`src/design/tadpcm_pkg.sv`:
```
// shared types and constants for the two-tap adpcm block decoder
package tadpcm_pkg;

   // command word passed from the front end to the decode engine
   typedef struct packed {
      logic        is_clear;   // header word that carries a restart: clear histories only
      logic [7:0]  data_byte;  // two packed nibbles, high nibble first
      logic [15:0] scale;      // block scale in force for this word
   } cmd_type;

   // command queue depth and pointer widths
   localparam int QUEUE_DEPTH = 4;
   localparam int QPTR_W      = $clog2(QUEUE_DEPTH);
   localparam int QCNT_W      = $clog2(QUEUE_DEPTH + 1);

   // block layout
   localparam logic [7:0] POS_SCALE_HI    = 8'd0;
   localparam logic [7:0] POS_SCALE_LO    = 8'd1;
   localparam logic [7:0] POS_FIRST_DATA  = 8'd2;
   localparam logic [7:0] MIN_BLOCK_BYTES = 8'd3;

   // register map, word index into the csr space
   localparam int CSR_ADDR_W = 5;
   localparam logic [2:0] CSR_COEFF_A       = 3'd0;
   localparam logic [2:0] CSR_COEFF_B       = 3'd1;
   localparam logic [2:0] CSR_BLOCK_BYTES   = 3'd2;
   localparam logic [2:0] CSR_CHANNEL_COUNT = 3'd3;
   localparam logic [2:0] CSR_VOLUME        = 3'd4;

   // register reset values
   localparam logic [13:0] COEFF_A_RST       = 14'd0;
   localparam logic [12:0] COEFF_B_RST       = 13'd0;
   localparam logic [7:0]  BLOCK_BYTES_RST   = 8'd18;
   localparam logic [1:0]  CHANNEL_COUNT_RST = 2'd1;
   localparam logic [6:0]  VOLUME_RST        = 7'd127;

   // sample arithmetic
   localparam int PRED_SHIFT = 12;
   localparam int VOL_SHIFT  = 7;
   localparam logic signed [31:0] SAMPLE_MAX = 32'sd32767;
   localparam logic signed [31:0] SAMPLE_MIN = -32'sd32768;

endpackage

```
`src/design/two_tap_adpcm_block_decoder_top.sv`:
```
// Two-tap ADPCM block decoder: scale header bytes are taken by the front end and give no word.
// A data byte gives two sample words; the serial loop in the decode engine (pop, then product,
// sum and clamp, volume product, output per nibble) finishes one data byte before it pops the
// next, and waits in the output step while the output register is stalled.
// Synchronous active-high reset clears histories, block position, channel and registers
// (coeff_a 0, coeff_b 0, block_bytes 18, channel_count 1, volume 127).
module two_tap_adpcm_block_decoder_top #(
   parameter int MAX_CHANNELS = 2
) (
   input  logic                                  clock,
   input  logic                                  reset,
   input  logic                                  req_tvalid,
   output logic                                  req_tready,
   input  logic [7:0]                            req_tdata,   // [7:0] data_byte
   input  logic [0:0]                            req_tuser,   // [0] restart
   output logic                                  rsp_tvalid,
   input  logic                                  rsp_tready,
   output logic [15:0]                           rsp_tdata,   // [15:0] sample
   output logic [0:0]                            rsp_tuser,   // [0] channel
   output logic                                  rsp_tlast,
   input  logic                                  csr_psel,
   input  logic                                  csr_penable,
   input  logic                                  csr_pwrite,
   input  logic [tadpcm_pkg::CSR_ADDR_W-1:0]     csr_paddr,
   input  logic [31:0]                           csr_pwdata,
   output logic [31:0]                           csr_prdata,
   output logic                                  csr_pready
);
   import tadpcm_pkg::*;

   localparam int CH_W = (MAX_CHANNELS > 1) ? $clog2(MAX_CHANNELS) : 1;
   localparam int QW   = $bits(cmd_type) + CH_W;

   logic [13:0] coeff_a_ff;
   logic [12:0] coeff_b_ff;
   logic [7:0]  block_bytes_ff;
   logic [1:0]  channel_count_ff;
   logic [6:0]  volume_ff;

   logic [2:0]  csr_index;
   logic        csr_write;

   logic            q_full;
   logic            q_push;
   cmd_type         push_cmd;
   logic [CH_W-1:0] push_chan;
   logic            q_valid;
   logic            q_pop;
   logic [QW-1:0]   q_rd_data;
   cmd_type         pop_cmd;
   logic [CH_W-1:0] pop_chan;

   // configuration registers
   assign csr_pready = 1'b1;
   assign csr_index  = csr_paddr[4:2];
   assign csr_write  = csr_psel && csr_penable && csr_pwrite && csr_pready;

   always_ff @(posedge clock) begin
      if (reset) begin
         coeff_a_ff       <= COEFF_A_RST;
         coeff_b_ff       <= COEFF_B_RST;
         block_bytes_ff   <= BLOCK_BYTES_RST;
         channel_count_ff <= CHANNEL_COUNT_RST;
         volume_ff        <= VOLUME_RST;
      end else if (csr_write) begin
         case (csr_index)
            CSR_COEFF_A:       coeff_a_ff       <= csr_pwdata[13:0];
            CSR_COEFF_B:       coeff_b_ff       <= csr_pwdata[12:0];
            CSR_BLOCK_BYTES:   block_bytes_ff   <= csr_pwdata[7:0];
            CSR_CHANNEL_COUNT: channel_count_ff <= csr_pwdata[1:0];
            CSR_VOLUME:        volume_ff        <= csr_pwdata[6:0];
            default: begin
            end
         endcase
      end
   end

   // register readback
   always_comb begin
      case (csr_index)
         CSR_COEFF_A:       csr_prdata = 32'(coeff_a_ff);
         CSR_COEFF_B:       csr_prdata = 32'(coeff_b_ff);
         CSR_BLOCK_BYTES:   csr_prdata = 32'(block_bytes_ff);
         CSR_CHANNEL_COUNT: csr_prdata = 32'(channel_count_ff);
         CSR_VOLUME:        csr_prdata = 32'(volume_ff);
         default:           csr_prdata = '0;
      endcase
   end

   tadpcm_front #(
      .MAX_CHANNELS (MAX_CHANNELS),
      .CH_W         (CH_W)
   ) u_front (
      .clock         (clock),
      .reset         (reset),
      .req_tvalid    (req_tvalid),
      .req_tready    (req_tready),
      .req_tdata     (req_tdata),
      .req_tuser     (req_tuser),
      .block_bytes   (block_bytes_ff),
      .channel_count (channel_count_ff),
      .full          (q_full),
      .push          (q_push),
      .push_cmd      (push_cmd),
      .push_chan     (push_chan)
   );

   tadpcm_queue #(
      .WIDTH (QW)
   ) u_queue (
      .clock     (clock),
      .reset     (reset),
      .push      (q_push),
      .push_data ({push_cmd, push_chan}),
      .full      (q_full),
      .pop       (q_pop),
      .valid     (q_valid),
      .pop_data  (q_rd_data)
   );

   assign pop_cmd  = q_rd_data[QW-1:CH_W];
   assign pop_chan = q_rd_data[CH_W-1:0];

   tadpcm_back #(
      .MAX_CHANNELS (MAX_CHANNELS),
      .CH_W         (CH_W)
   ) u_back (
      .clock      (clock),
      .reset      (reset),
      .q_valid    (q_valid),
      .q_cmd      (pop_cmd),
      .q_chan     (pop_chan),
      .q_pop      (q_pop),
      .coeff_a    (coeff_a_ff),
      .coeff_b    (coeff_b_ff),
      .volume     (volume_ff),
      .rsp_tvalid (rsp_tvalid),
      .rsp_tready (rsp_tready),
      .rsp_tdata  (rsp_tdata),
      .rsp_tuser  (rsp_tuser),
      .rsp_tlast  (rsp_tlast)
   );

endmodule

```
`src/design/tadpcm_queue.sv`:
```
// small command queue between the front end and the decode engine
module tadpcm_queue #(
   parameter int WIDTH = 26
) (
   input  logic             clock,
   input  logic             reset,
   input  logic             push,
   input  logic [WIDTH-1:0] push_data,
   output logic             full,
   input  logic             pop,
   output logic             valid,
   output logic [WIDTH-1:0] pop_data
);
   import tadpcm_pkg::*;

   logic [WIDTH-1:0]  mem_ff [QUEUE_DEPTH];
   logic [QPTR_W-1:0] wr_ptr_ff, wr_ptr_in;
   logic [QPTR_W-1:0] rd_ptr_ff, rd_ptr_in;
   logic [QCNT_W-1:0] count_ff, count_in;
   logic              do_push;
   logic              do_pop;

   assign full     = (count_ff == QCNT_W'(QUEUE_DEPTH));
   assign valid    = (count_ff != '0);
   assign pop_data = mem_ff[rd_ptr_ff];
   assign do_push  = push && !full;
   assign do_pop   = pop && valid;

   // pointer and fill count update
   always_comb begin
      wr_ptr_in = do_push ? wr_ptr_ff + QPTR_W'(1) : wr_ptr_ff;
      rd_ptr_in = do_pop ? rd_ptr_ff + QPTR_W'(1) : rd_ptr_ff;
      count_in  = count_ff;
      if (do_push && !do_pop) begin
         count_in = count_ff + QCNT_W'(1);
      end else if (do_pop && !do_push) begin
         count_in = count_ff - QCNT_W'(1);
      end
   end

   always_ff @(posedge clock) begin
      if (reset) begin
         wr_ptr_ff <= '0;
         rd_ptr_ff <= '0;
         count_ff  <= '0;
      end else begin
         wr_ptr_ff <= wr_ptr_in;
         rd_ptr_ff <= rd_ptr_in;
         count_ff  <= count_in;
      end
   end

   // storage
   always_ff @(posedge clock) begin
      if (do_push) begin
         mem_ff[wr_ptr_ff] <= push_data;
      end
   end

endmodule

```
`src/design/tadpcm_front.sv`:
```
// front end: tracks block position, channel and scale, issues decode commands
module tadpcm_front #(
   parameter int MAX_CHANNELS = 2,
   parameter int CH_W         = 1
) (
   input  logic                     clock,
   input  logic                     reset,
   input  logic                     req_tvalid,
   output logic                     req_tready,
   input  logic [7:0]               req_tdata,   // [7:0] data_byte
   input  logic [0:0]               req_tuser,   // [0] restart
   input  logic [7:0]               block_bytes,
   input  logic [1:0]               channel_count,
   input  logic                     full,
   output logic                     push,
   output tadpcm_pkg::cmd_type      push_cmd,
   output logic [CH_W-1:0]          push_chan
);
   import tadpcm_pkg::*;

   localparam int CNT_W = $clog2(MAX_CHANNELS + 1) + 2;

   logic [7:0]      pos_ff, pos_in;
   logic [CH_W-1:0] chan_ff, chan_in;
   logic [15:0]     scale_ff, scale_in;

   logic             accept;
   logic             restart;
   logic [7:0]       blen;
   logic [CNT_W-1:0] eff_chans;
   logic [7:0]       cur_pos;
   logic [CH_W-1:0]  raw_chan;
   logic [CH_W-1:0]  cur_chan;
   logic [7:0]       pos_next;
   logic             block_end;
   logic [CNT_W-1:0] chan_inc;
   logic [CH_W-1:0]  chan_next;

   assign req_tready = !full;
   assign accept     = req_tvalid && !full;
   assign restart    = req_tuser[0];

   // effective block length and channel count
   assign blen = (block_bytes < MIN_BLOCK_BYTES) ? MIN_BLOCK_BYTES : block_bytes;
   always_comb begin
      if (channel_count == 2'd0) begin
         eff_chans = CNT_W'(1);
      end else if (CNT_W'(channel_count) > CNT_W'(MAX_CHANNELS)) begin
         eff_chans = CNT_W'(MAX_CHANNELS);
      end else begin
         eff_chans = CNT_W'(channel_count);
      end
   end

   // position and channel for this word, restart and stale channel applied
   assign cur_pos   = restart ? POS_SCALE_HI : pos_ff;
   assign raw_chan  = restart ? '0 : chan_ff;
   assign cur_chan  = (CNT_W'(raw_chan) >= eff_chans) ? '0 : raw_chan;
   assign pos_next  = cur_pos + 8'd1;
   assign block_end = (pos_next >= blen) || (pos_next == 8'd0);
   assign chan_inc  = CNT_W'(cur_chan) + CNT_W'(1);
   assign chan_next = (chan_inc >= eff_chans) ? '0 : chan_inc[CH_W-1:0];

   // word classification and command issue
   always_comb begin
      pos_in             = pos_ff;
      chan_in            = chan_ff;
      scale_in           = scale_ff;
      push               = 1'b0;
      push_cmd.is_clear  = 1'b0;
      push_cmd.data_byte = req_tdata;
      push_cmd.scale     = scale_ff;
      push_chan          = cur_chan;
      if (accept) begin
         chan_in = cur_chan;
         case (cur_pos)
            POS_SCALE_HI: begin
               scale_in          = {req_tdata, scale_ff[7:0]};
               pos_in            = POS_SCALE_LO;
               push              = restart;
               push_cmd.is_clear = 1'b1;
            end
            POS_SCALE_LO: begin
               scale_in = {scale_ff[15:8], req_tdata};
               pos_in   = POS_FIRST_DATA;
            end
            default: begin
               push = 1'b1;
               if (block_end) begin
                  pos_in  = POS_SCALE_HI;
                  chan_in = chan_next;
               end else begin
                  pos_in = pos_next;
               end
            end
         endcase
      end
   end

   always_ff @(posedge clock) begin
      if (reset) begin
         pos_ff   <= POS_SCALE_HI;
         chan_ff  <= '0;
         scale_ff <= '0;
      end else begin
         pos_ff   <= pos_in;
         chan_ff  <= chan_in;
         scale_ff <= scale_in;
      end
   end

endmodule

```
`src/design/tadpcm_back.sv`:
```
// decode engine: predictor, clamp, channel histories, volume and output register
module tadpcm_back #(
   parameter int MAX_CHANNELS = 2,
   parameter int CH_W         = 1
) (
   input  logic                clock,
   input  logic                reset,
   input  logic                q_valid,
   input  tadpcm_pkg::cmd_type q_cmd,
   input  logic [CH_W-1:0]     q_chan,
   output logic                q_pop,
   input  logic [13:0]         coeff_a,
   input  logic [12:0]         coeff_b,
   input  logic [6:0]          volume,
   output logic                rsp_tvalid,
   input  logic                rsp_tready,
   output logic [15:0]         rsp_tdata,   // [15:0] sample
   output logic [0:0]          rsp_tuser,   // [0] channel
   output logic                rsp_tlast
);
   import tadpcm_pkg::*;

   typedef enum logic [4:0] {
      ST_IDLE = 5'b00001,
      ST_MUL  = 5'b00010,
      ST_SUM  = 5'b00100,
      ST_VOL  = 5'b01000,
      ST_OUT  = 5'b10000
   } state_type;

   state_type state_ff, state_in;

   logic signed [15:0] hist_recent_ff [MAX_CHANNELS];
   logic signed [15:0] hist_recent_in [MAX_CHANNELS];
   logic signed [15:0] hist_older_ff  [MAX_CHANNELS];
   logic signed [15:0] hist_older_in  [MAX_CHANNELS];

   logic [7:0]         byte_ff, byte_in;
   logic [15:0]        scale_ff, scale_in;
   logic [CH_W-1:0]    ch_ff, ch_in;
   logic               nib_sel_ff, nib_sel_in;
   logic signed [30:0] pa_ff, pa_in;
   logic signed [28:0] pb_ff, pb_in;
   logic signed [20:0] pn_ff, pn_in;
   logic signed [15:0] s_ff, s_in;
   logic signed [23:0] vp_ff, vp_in;

   logic               rsp_valid_ff, rsp_valid_in;
   logic [15:0]        rsp_sample_ff, rsp_sample_in;
   logic               rsp_chan_ff, rsp_chan_in;
   logic               rsp_last_ff, rsp_last_in;

   logic signed [3:0]  nibble;
   logic signed [31:0] pred_sum;
   logic signed [31:0] total;
   logic               out_free;

   assign rsp_tvalid   = rsp_valid_ff;
   assign rsp_tdata    = rsp_sample_ff;
   assign rsp_tuser[0] = rsp_chan_ff;
   assign rsp_tlast    = rsp_last_ff;
   assign out_free     = !rsp_valid_ff || rsp_tready;

   // nibble pick, high nibble first
   assign nibble = nib_sel_ff ? $signed(byte_ff[3:0]) : $signed(byte_ff[7:4]);

   // prediction sum, floor shift and scaled nibble added
   assign pred_sum = 32'(pa_ff) + 32'(pb_ff);
   assign total    = (pred_sum >>> PRED_SHIFT) + 32'(pn_ff);

   always_comb begin
      state_in       = state_ff;
      hist_recent_in = hist_recent_ff;
      hist_older_in  = hist_older_ff;
      byte_in        = byte_ff;
      scale_in       = scale_ff;
      ch_in          = ch_ff;
      nib_sel_in     = nib_sel_ff;
      pa_in          = pa_ff;
      pb_in          = pb_ff;
      pn_in          = pn_ff;
      s_in           = s_ff;
      vp_in          = vp_ff;
      rsp_valid_in   = rsp_valid_ff && !rsp_tready;
      rsp_sample_in  = rsp_sample_ff;
      rsp_chan_in    = rsp_chan_ff;
      rsp_last_in    = rsp_last_ff;
      q_pop          = 1'b0;
      case (state_ff)
         // take the next command; a restart clears every channel's history
         ST_IDLE: begin
            if (q_valid) begin
               q_pop      = 1'b1;
               byte_in    = q_cmd.data_byte;
               scale_in   = q_cmd.scale;
               ch_in      = q_chan;
               nib_sel_in = 1'b0;
               if (q_cmd.is_clear) begin
                  for (int i = 0; i < MAX_CHANNELS; i++) begin
                     hist_recent_in[i] = '0;
                     hist_older_in[i]  = '0;
                  end
               end else begin
                  state_in = ST_MUL;
               end
            end
         end
         // predictor and scale products
         ST_MUL: begin
            pa_in    = 31'($signed({1'b0, coeff_a})) * 31'(hist_recent_ff[ch_ff]);
            pb_in    = 29'($signed(coeff_b)) * 29'(hist_older_ff[ch_ff]);
            pn_in    = 21'(nibble) * 21'($signed({1'b0, scale_ff}));
            state_in = ST_SUM;
         end
         // clamp to 16 bits and shift the channel history
         ST_SUM: begin
            if (total > SAMPLE_MAX) begin
               s_in = 16'sh7FFF;
            end else if (total < SAMPLE_MIN) begin
               s_in = -16'sh8000;
            end else begin
               s_in = total[15:0];
            end
            hist_older_in[ch_ff]  = hist_recent_ff[ch_ff];
            hist_recent_in[ch_ff] = s_in;
            state_in              = ST_VOL;
         end
         // volume product
         ST_VOL: begin
            vp_in    = 24'(s_ff) * 24'($signed({1'b0, volume}));
            state_in = ST_OUT;
         end
         // hand the sample to the output register
         ST_OUT: begin
            if (out_free) begin
               rsp_valid_in  = 1'b1;
               rsp_sample_in = vp_ff[VOL_SHIFT +: 16];
               rsp_chan_in   = ch_ff[0];
               rsp_last_in   = nib_sel_ff;
               if (nib_sel_ff) begin
                  state_in = ST_IDLE;
               end else begin
                  nib_sel_in = 1'b1;
                  state_in   = ST_MUL;
               end
            end
         end
         default: begin
            state_in = ST_IDLE;
         end
      endcase
   end

   // control state and histories
   always_ff @(posedge clock) begin
      if (reset) begin
         state_ff     <= ST_IDLE;
         rsp_valid_ff <= 1'b0;
         for (int i = 0; i < MAX_CHANNELS; i++) begin
            hist_recent_ff[i] <= '0;
            hist_older_ff[i]  <= '0;
         end
      end else begin
         state_ff       <= state_in;
         rsp_valid_ff   <= rsp_valid_in;
         hist_recent_ff <= hist_recent_in;
         hist_older_ff  <= hist_older_in;
      end
   end

   // datapath registers
   always_ff @(posedge clock) begin
      byte_ff       <= byte_in;
      scale_ff      <= scale_in;
      ch_ff         <= ch_in;
      nib_sel_ff    <= nib_sel_in;
      pa_ff         <= pa_in;
      pb_ff         <= pb_in;
      pn_ff         <= pn_in;
      s_ff          <= s_in;
      vp_ff         <= vp_in;
      rsp_sample_ff <= rsp_sample_in;
      rsp_chan_ff   <= rsp_chan_in;
      rsp_last_ff   <= rsp_last_in;
   end

endmodule

```
`config.mk`:
```
export PLATFORM = sky130hd
export DESIGN_NAME = two_tap_adpcm_block_decoder_top
export DESIGN_NICKNAME = d
export VERILOG_FILES = /design/src/design/tadpcm_pkg.sv /design/src/design/two_tap_adpcm_block_decoder_top.sv /design/src/design/tadpcm_queue.sv /design/src/design/tadpcm_front.sv /design/src/design/tadpcm_back.sv
export SDC_FILE = /design/constraint.sdc
export NUM_CORES = 2
export LEC_CHECK = 0
export CAP_MARGIN = 40
export CELL_PAD_IN_SITES_DETAIL_PLACEMENT = 0
export CELL_PAD_IN_SITES_GLOBAL_PLACEMENT = 1
export CORE_ASPECT_RATIO = 0.8
export CORE_MARGIN = 2
export CORE_UTILIZATION = 57
export CTS_CLUSTER_DIAMETER = 120
export CTS_CLUSTER_SIZE = 14
export DETAILED_ROUTE_END_ITERATION = 7
export DONT_BUFFER_PORTS = 1
export PLACE_DENSITY = 0.95
export RECOVER_POWER = 25
export SKIP_LAST_GASP = 1
export SLEW_MARGIN = 10
export SYNTH_ARGS = -nofsm -noshare
export SYNTH_HDL_FRONTEND = slang
export SYNTH_SLANG_ARGS = --single-unit
```
`constraint.sdc`:
```
create_clock -name clock -period 17.4 [get_ports clock]
set_input_delay 0.87 -clock clock [delete_from_list [all_inputs] [get_ports clock]]
set_output_delay 0.87 -clock clock [all_outputs]
set_load 0.05 [all_outputs]
```
==> flow_summary_export.csv <==
group,metric,value,unit
detailed_routing,drt_iter0_markers,1917,
floorplanning,dieWidth,298.7,µm
detailed_routing,viasPerCell,5.618,
place,hpwl,68.64,mm
detailed_routing,num_vias,26785,
layout,syn_to_final_growth,5.087,%
worst_setup_path,crit_fanout,36,
clock_tree,cts_buffers,35,
clock_tree,ctsLongestPathBuffers,3,
synth,syn_area_per_cell,10.21,µm²
floorplanning,core_area,0.06876,mm²
floorplanning,initial_core_util,57.59,%
place,place_inst,4702,
synth,synth_edf_count,261,
clock_tree,clk_latency,0.56,ns
detailed_routing,wl,87.96,mm
floorplanning,num_io_pins,106,
synth,ys_seq_elements,409,
detailed_routing,antenna_left,0,
detailed_routing,drtPass1Iterations,5,
synth,ys_types,89,
worst_setup_path,crit_top_cell,"fa_1",
worst_setup_path,worstSetupStartpointType,"flop",
grt,grt_max_degree,113,
layout,seq_area,0.01080,mm²
grt,grt_pass1_wl,145.3,mm
detailed_routing,drc,0,
synth,synth_seq_area_share,27.27,%
sta,worst_pin_slew,2.189,ns
layout,diodes,0,
sta,clock_skew,0.01779,ns
clock_tree,clkTransAtPathRegs,0.07,ns
clock_tree,cts_setup_buffers,0,
floorplanning,rows,86,
status,status,"finished, violations left",
layout,fin_cells,4768,
clock_tree,cts_hold_buf,0,
sta,drv_slew,37,
worst_setup_path,crit_slowest_cell,"clkbuf_1",
floorplanning,dieArea,0.07161,mm²
worst_setup_path,worstSetupPathType,"reg -> reg",
sta,period_share,52.25,%
sta,rsz0062_at_grt,"no",
sta,hold_violations,0,
sta,setup_violations,0,
sta,tns,0,ns
sta,setup_slack,8.309,ns
status,violations,"max-capacitance violations, max-slew violations",
clock_tree,cts_tree,"done",
grt,grt_overflow_total,0,
worst_setup_path,cp_num_buf_inv,4,
layout,multi_input_area,0.02581,mm²
sta,slew_headroom,-45.95,%
clock_tree,cts_sinks,409,
synth,synth_flop_cell,"edfxtp_1",
synth,async_flop_share,0,%
clock_tree,root_buffer,"clkbuf_16",
worst_setup_path,critPathArrivalTime,9.40,ns
min_path,hp-class,"in -> reg",
layout,final_util,60.52,%
synth,yosys-top-cells-area,"fa_1 (27%), edfxtp_1 (20%), ha_1 (9.6%)",
synth,synth_area,0.03960,mm²
synth,yosysTopAreaCellShare,26.64,%
detailed_routing,wl_per_cell,18.45,µm
synth,synth_largest_area_cell,"fa_1",
layout,final_nets,4702,
clock_tree,cts_max_level,2,
clock_tree,cts-resized-gates,0,
worst_setup_path,slowest_delay,1.54,ns
worst_setup_path,crit_family,"adder cells",
pwr,p_leak,18.27,nW
pwr,vdd_drop_max,0.1584,mV
synth,netlist_instances,3877,
sta,fin_crit,9.091,ns
worst_setup_path,critPathRequiredTime,17.71,ns
place,io_buffers,0,
pwr,p_total,4.294,mW
floorplanning,die_h,239.8,µm
worst_setup_path,endpoint_kind,"flop",
sta,fmax,110.0,MHz
grt,gr-usage-all-layers,25.33,%
place,pre_cts_ws,9.649,ns
layout,num-fill-cells,5595,
grt,grt_pass1_vias,27549,
pwr,powerDensity,103.2,mW/mm²
run,maxCapViolCount,1,
place,gp_congestion,0.9006,
layout,drive_gt1_share,5.307,%
synth,yosys_warnings,0,
worst_setup_path,path_cells,"clkbuf_1, mux2_2, nand2_1, fa_1, inv_1, fa_1, fa_1, inv_1, fa_1, inv_1, fa_1, fa_1, ha_1, a21o_1, a21oi_1, o21ai_0, o311ai_0, a21boi_0, o41ai_1, o2111ai_1, a21oi_1, xnor2_1",
grt,antenna_found_initial,1,
==> through the flow <==
| step | area [µm²] | hold WS, ns |
|---|---|---|
| final | 41610 | 0.4093 |
| after global routing | 41610 | 0.3872 |
| after CTS | 41600 | 0.3773 |
| after detailed placement | 40560 | 0.4057 |
| after global placement | 40320 | 0.4012 |
| after floorplan | 39660 | 0.4003 |
==> synthesized netlist by cell type (8+ instances only) <==
cell type,n
a211o_1,13
a211oi_1,9
a21o_1,39
a21oi_1,121
a22oi_1,46
a31oi_1,23
and2_1,286
and3_1,17
buf_4,22
clkbuf_1,127
dfxtp_1,148
edfxtp_1,261
fa_1,527
ha_1,304
inv_1,623
mux2_2,34
mux2i_1,54
mux4_2,26
nand2_1,404
nand2b_1,27
nand3_1,24
nand4_1,8
nor2_1,219
nor2b_1,54
nor3_1,46
o211ai_1,33
o21a_1,30
o21ai_0,54
o21bai_1,12
or2_2,27
or3_1,10
xnor2_1,90
xor2_1,40
==> state kept, by name, summed over array words and instances (netlist names), 3 cells and up, named ones only <==
name	count
u_front.pos_ff	8
u_back.pb_ff	29
coeff_a_ff	14
volume_ff	7
u_back.rsp_tdata	16
u_back.pn_ff	21
u_back.vp_ff	16
u_back.pa_ff	31
u_front.scale_ff	16
u_back.hist_recent_ff	32
u_back.hist_older_ff	32
u_back.scale_ff	16
u_back.byte_ff	8
coeff_b_ff	13
u_back.s_ff	16
u_queue.mem_ff	104
u_queue.count_ff	3
u_back.state_ff	5
block_bytes_ff	8
==> cells by family (layout without fill, tap and decap cells) <==
| group | after synthesis | after routing | share of synthesized area, % |
|---|---|---|---|
| AND/OR/NAND/NOR | 1155 | 1155 | 14.26 |
| XOR/XNOR | 131 | 131 | 2.916 |
| AO/OA/AOI/OAI | 447 | 447 | 7.719 |
| flip-flops | 409 | 409 | 27.27 |
| adder cells (fa/ha/maj) | 831 | 831 | 36.25 |
| other | 2 | 19 | 0.01897 |
| buffers and inverters | 788 | 738 | 7.751 |
| multiplexers | 114 | 114 | 3.811 |
==> layer usage <==
layer / track usage (%) / part of all wire (%) / up-vias
met1: 36.84 / 45 / 13526
met5: 0 / 0 / -
met4: 4.934 / 1.8 / 0
met3: 3.719 / 6.9 / 83
li1: - / - / 12361
met2: 40.77 / 46 / 815
==> final timing paths <==
check,startpoint,endpoint,slack (ns),depth (start not counted)
worst max-delay path,u_back.ch_ff,u_back.pb_ff[28],8.31,22
worst min-delay path,req_tdata[4],u_queue.mem_ff[0][21],0.41,0
worst max register to register,u_back.ch_ff,u_back.pb_ff[28],8.31,22
worst min register to register,u_back.vp_ff[19],u_back.rsp_tdata[12],0.41,0
==> report_power, final <==
part	total (mW)	internal, mW	switching (mW)	leakage [nW]
Combinational	2.22	0.925	1.29	14.2
Sequential	1.32	1.25	0.0682	3.56
Clock	0.758	0.389	0.369	0.495
Total	4.29	2.56	1.73	18.3
==> area by class of cell <==
class	count	area share, %
multi-input combinational	2697	62.03
clock buffer	59	2.345
inverter	624	5.629
tap	924	2.778
timing repair buffer	51	1.097
sequential	409	25.96
clock inverter	4	0.1594
==> placed cells by master, fill, tap and decap left out, types with 34 or more instances in the layout <==
master	instances
clkbuf_16	35
inv_1	623
and2_1	286
mux2_2	34
ha_1	304
nand2_1	404
nor2_1	218
nor2b_1	53
dfxtp_1	147
xor2_1	40
edfxtp_1	261
o21ai_0	49
fa_1	527
a21oi_1	121
a21o_1	39
nor3_1	46
mux2i_1	54
a22oi_1	46
xnor2_1	90
buf_4	35
(Power assumes the default switching activity.)
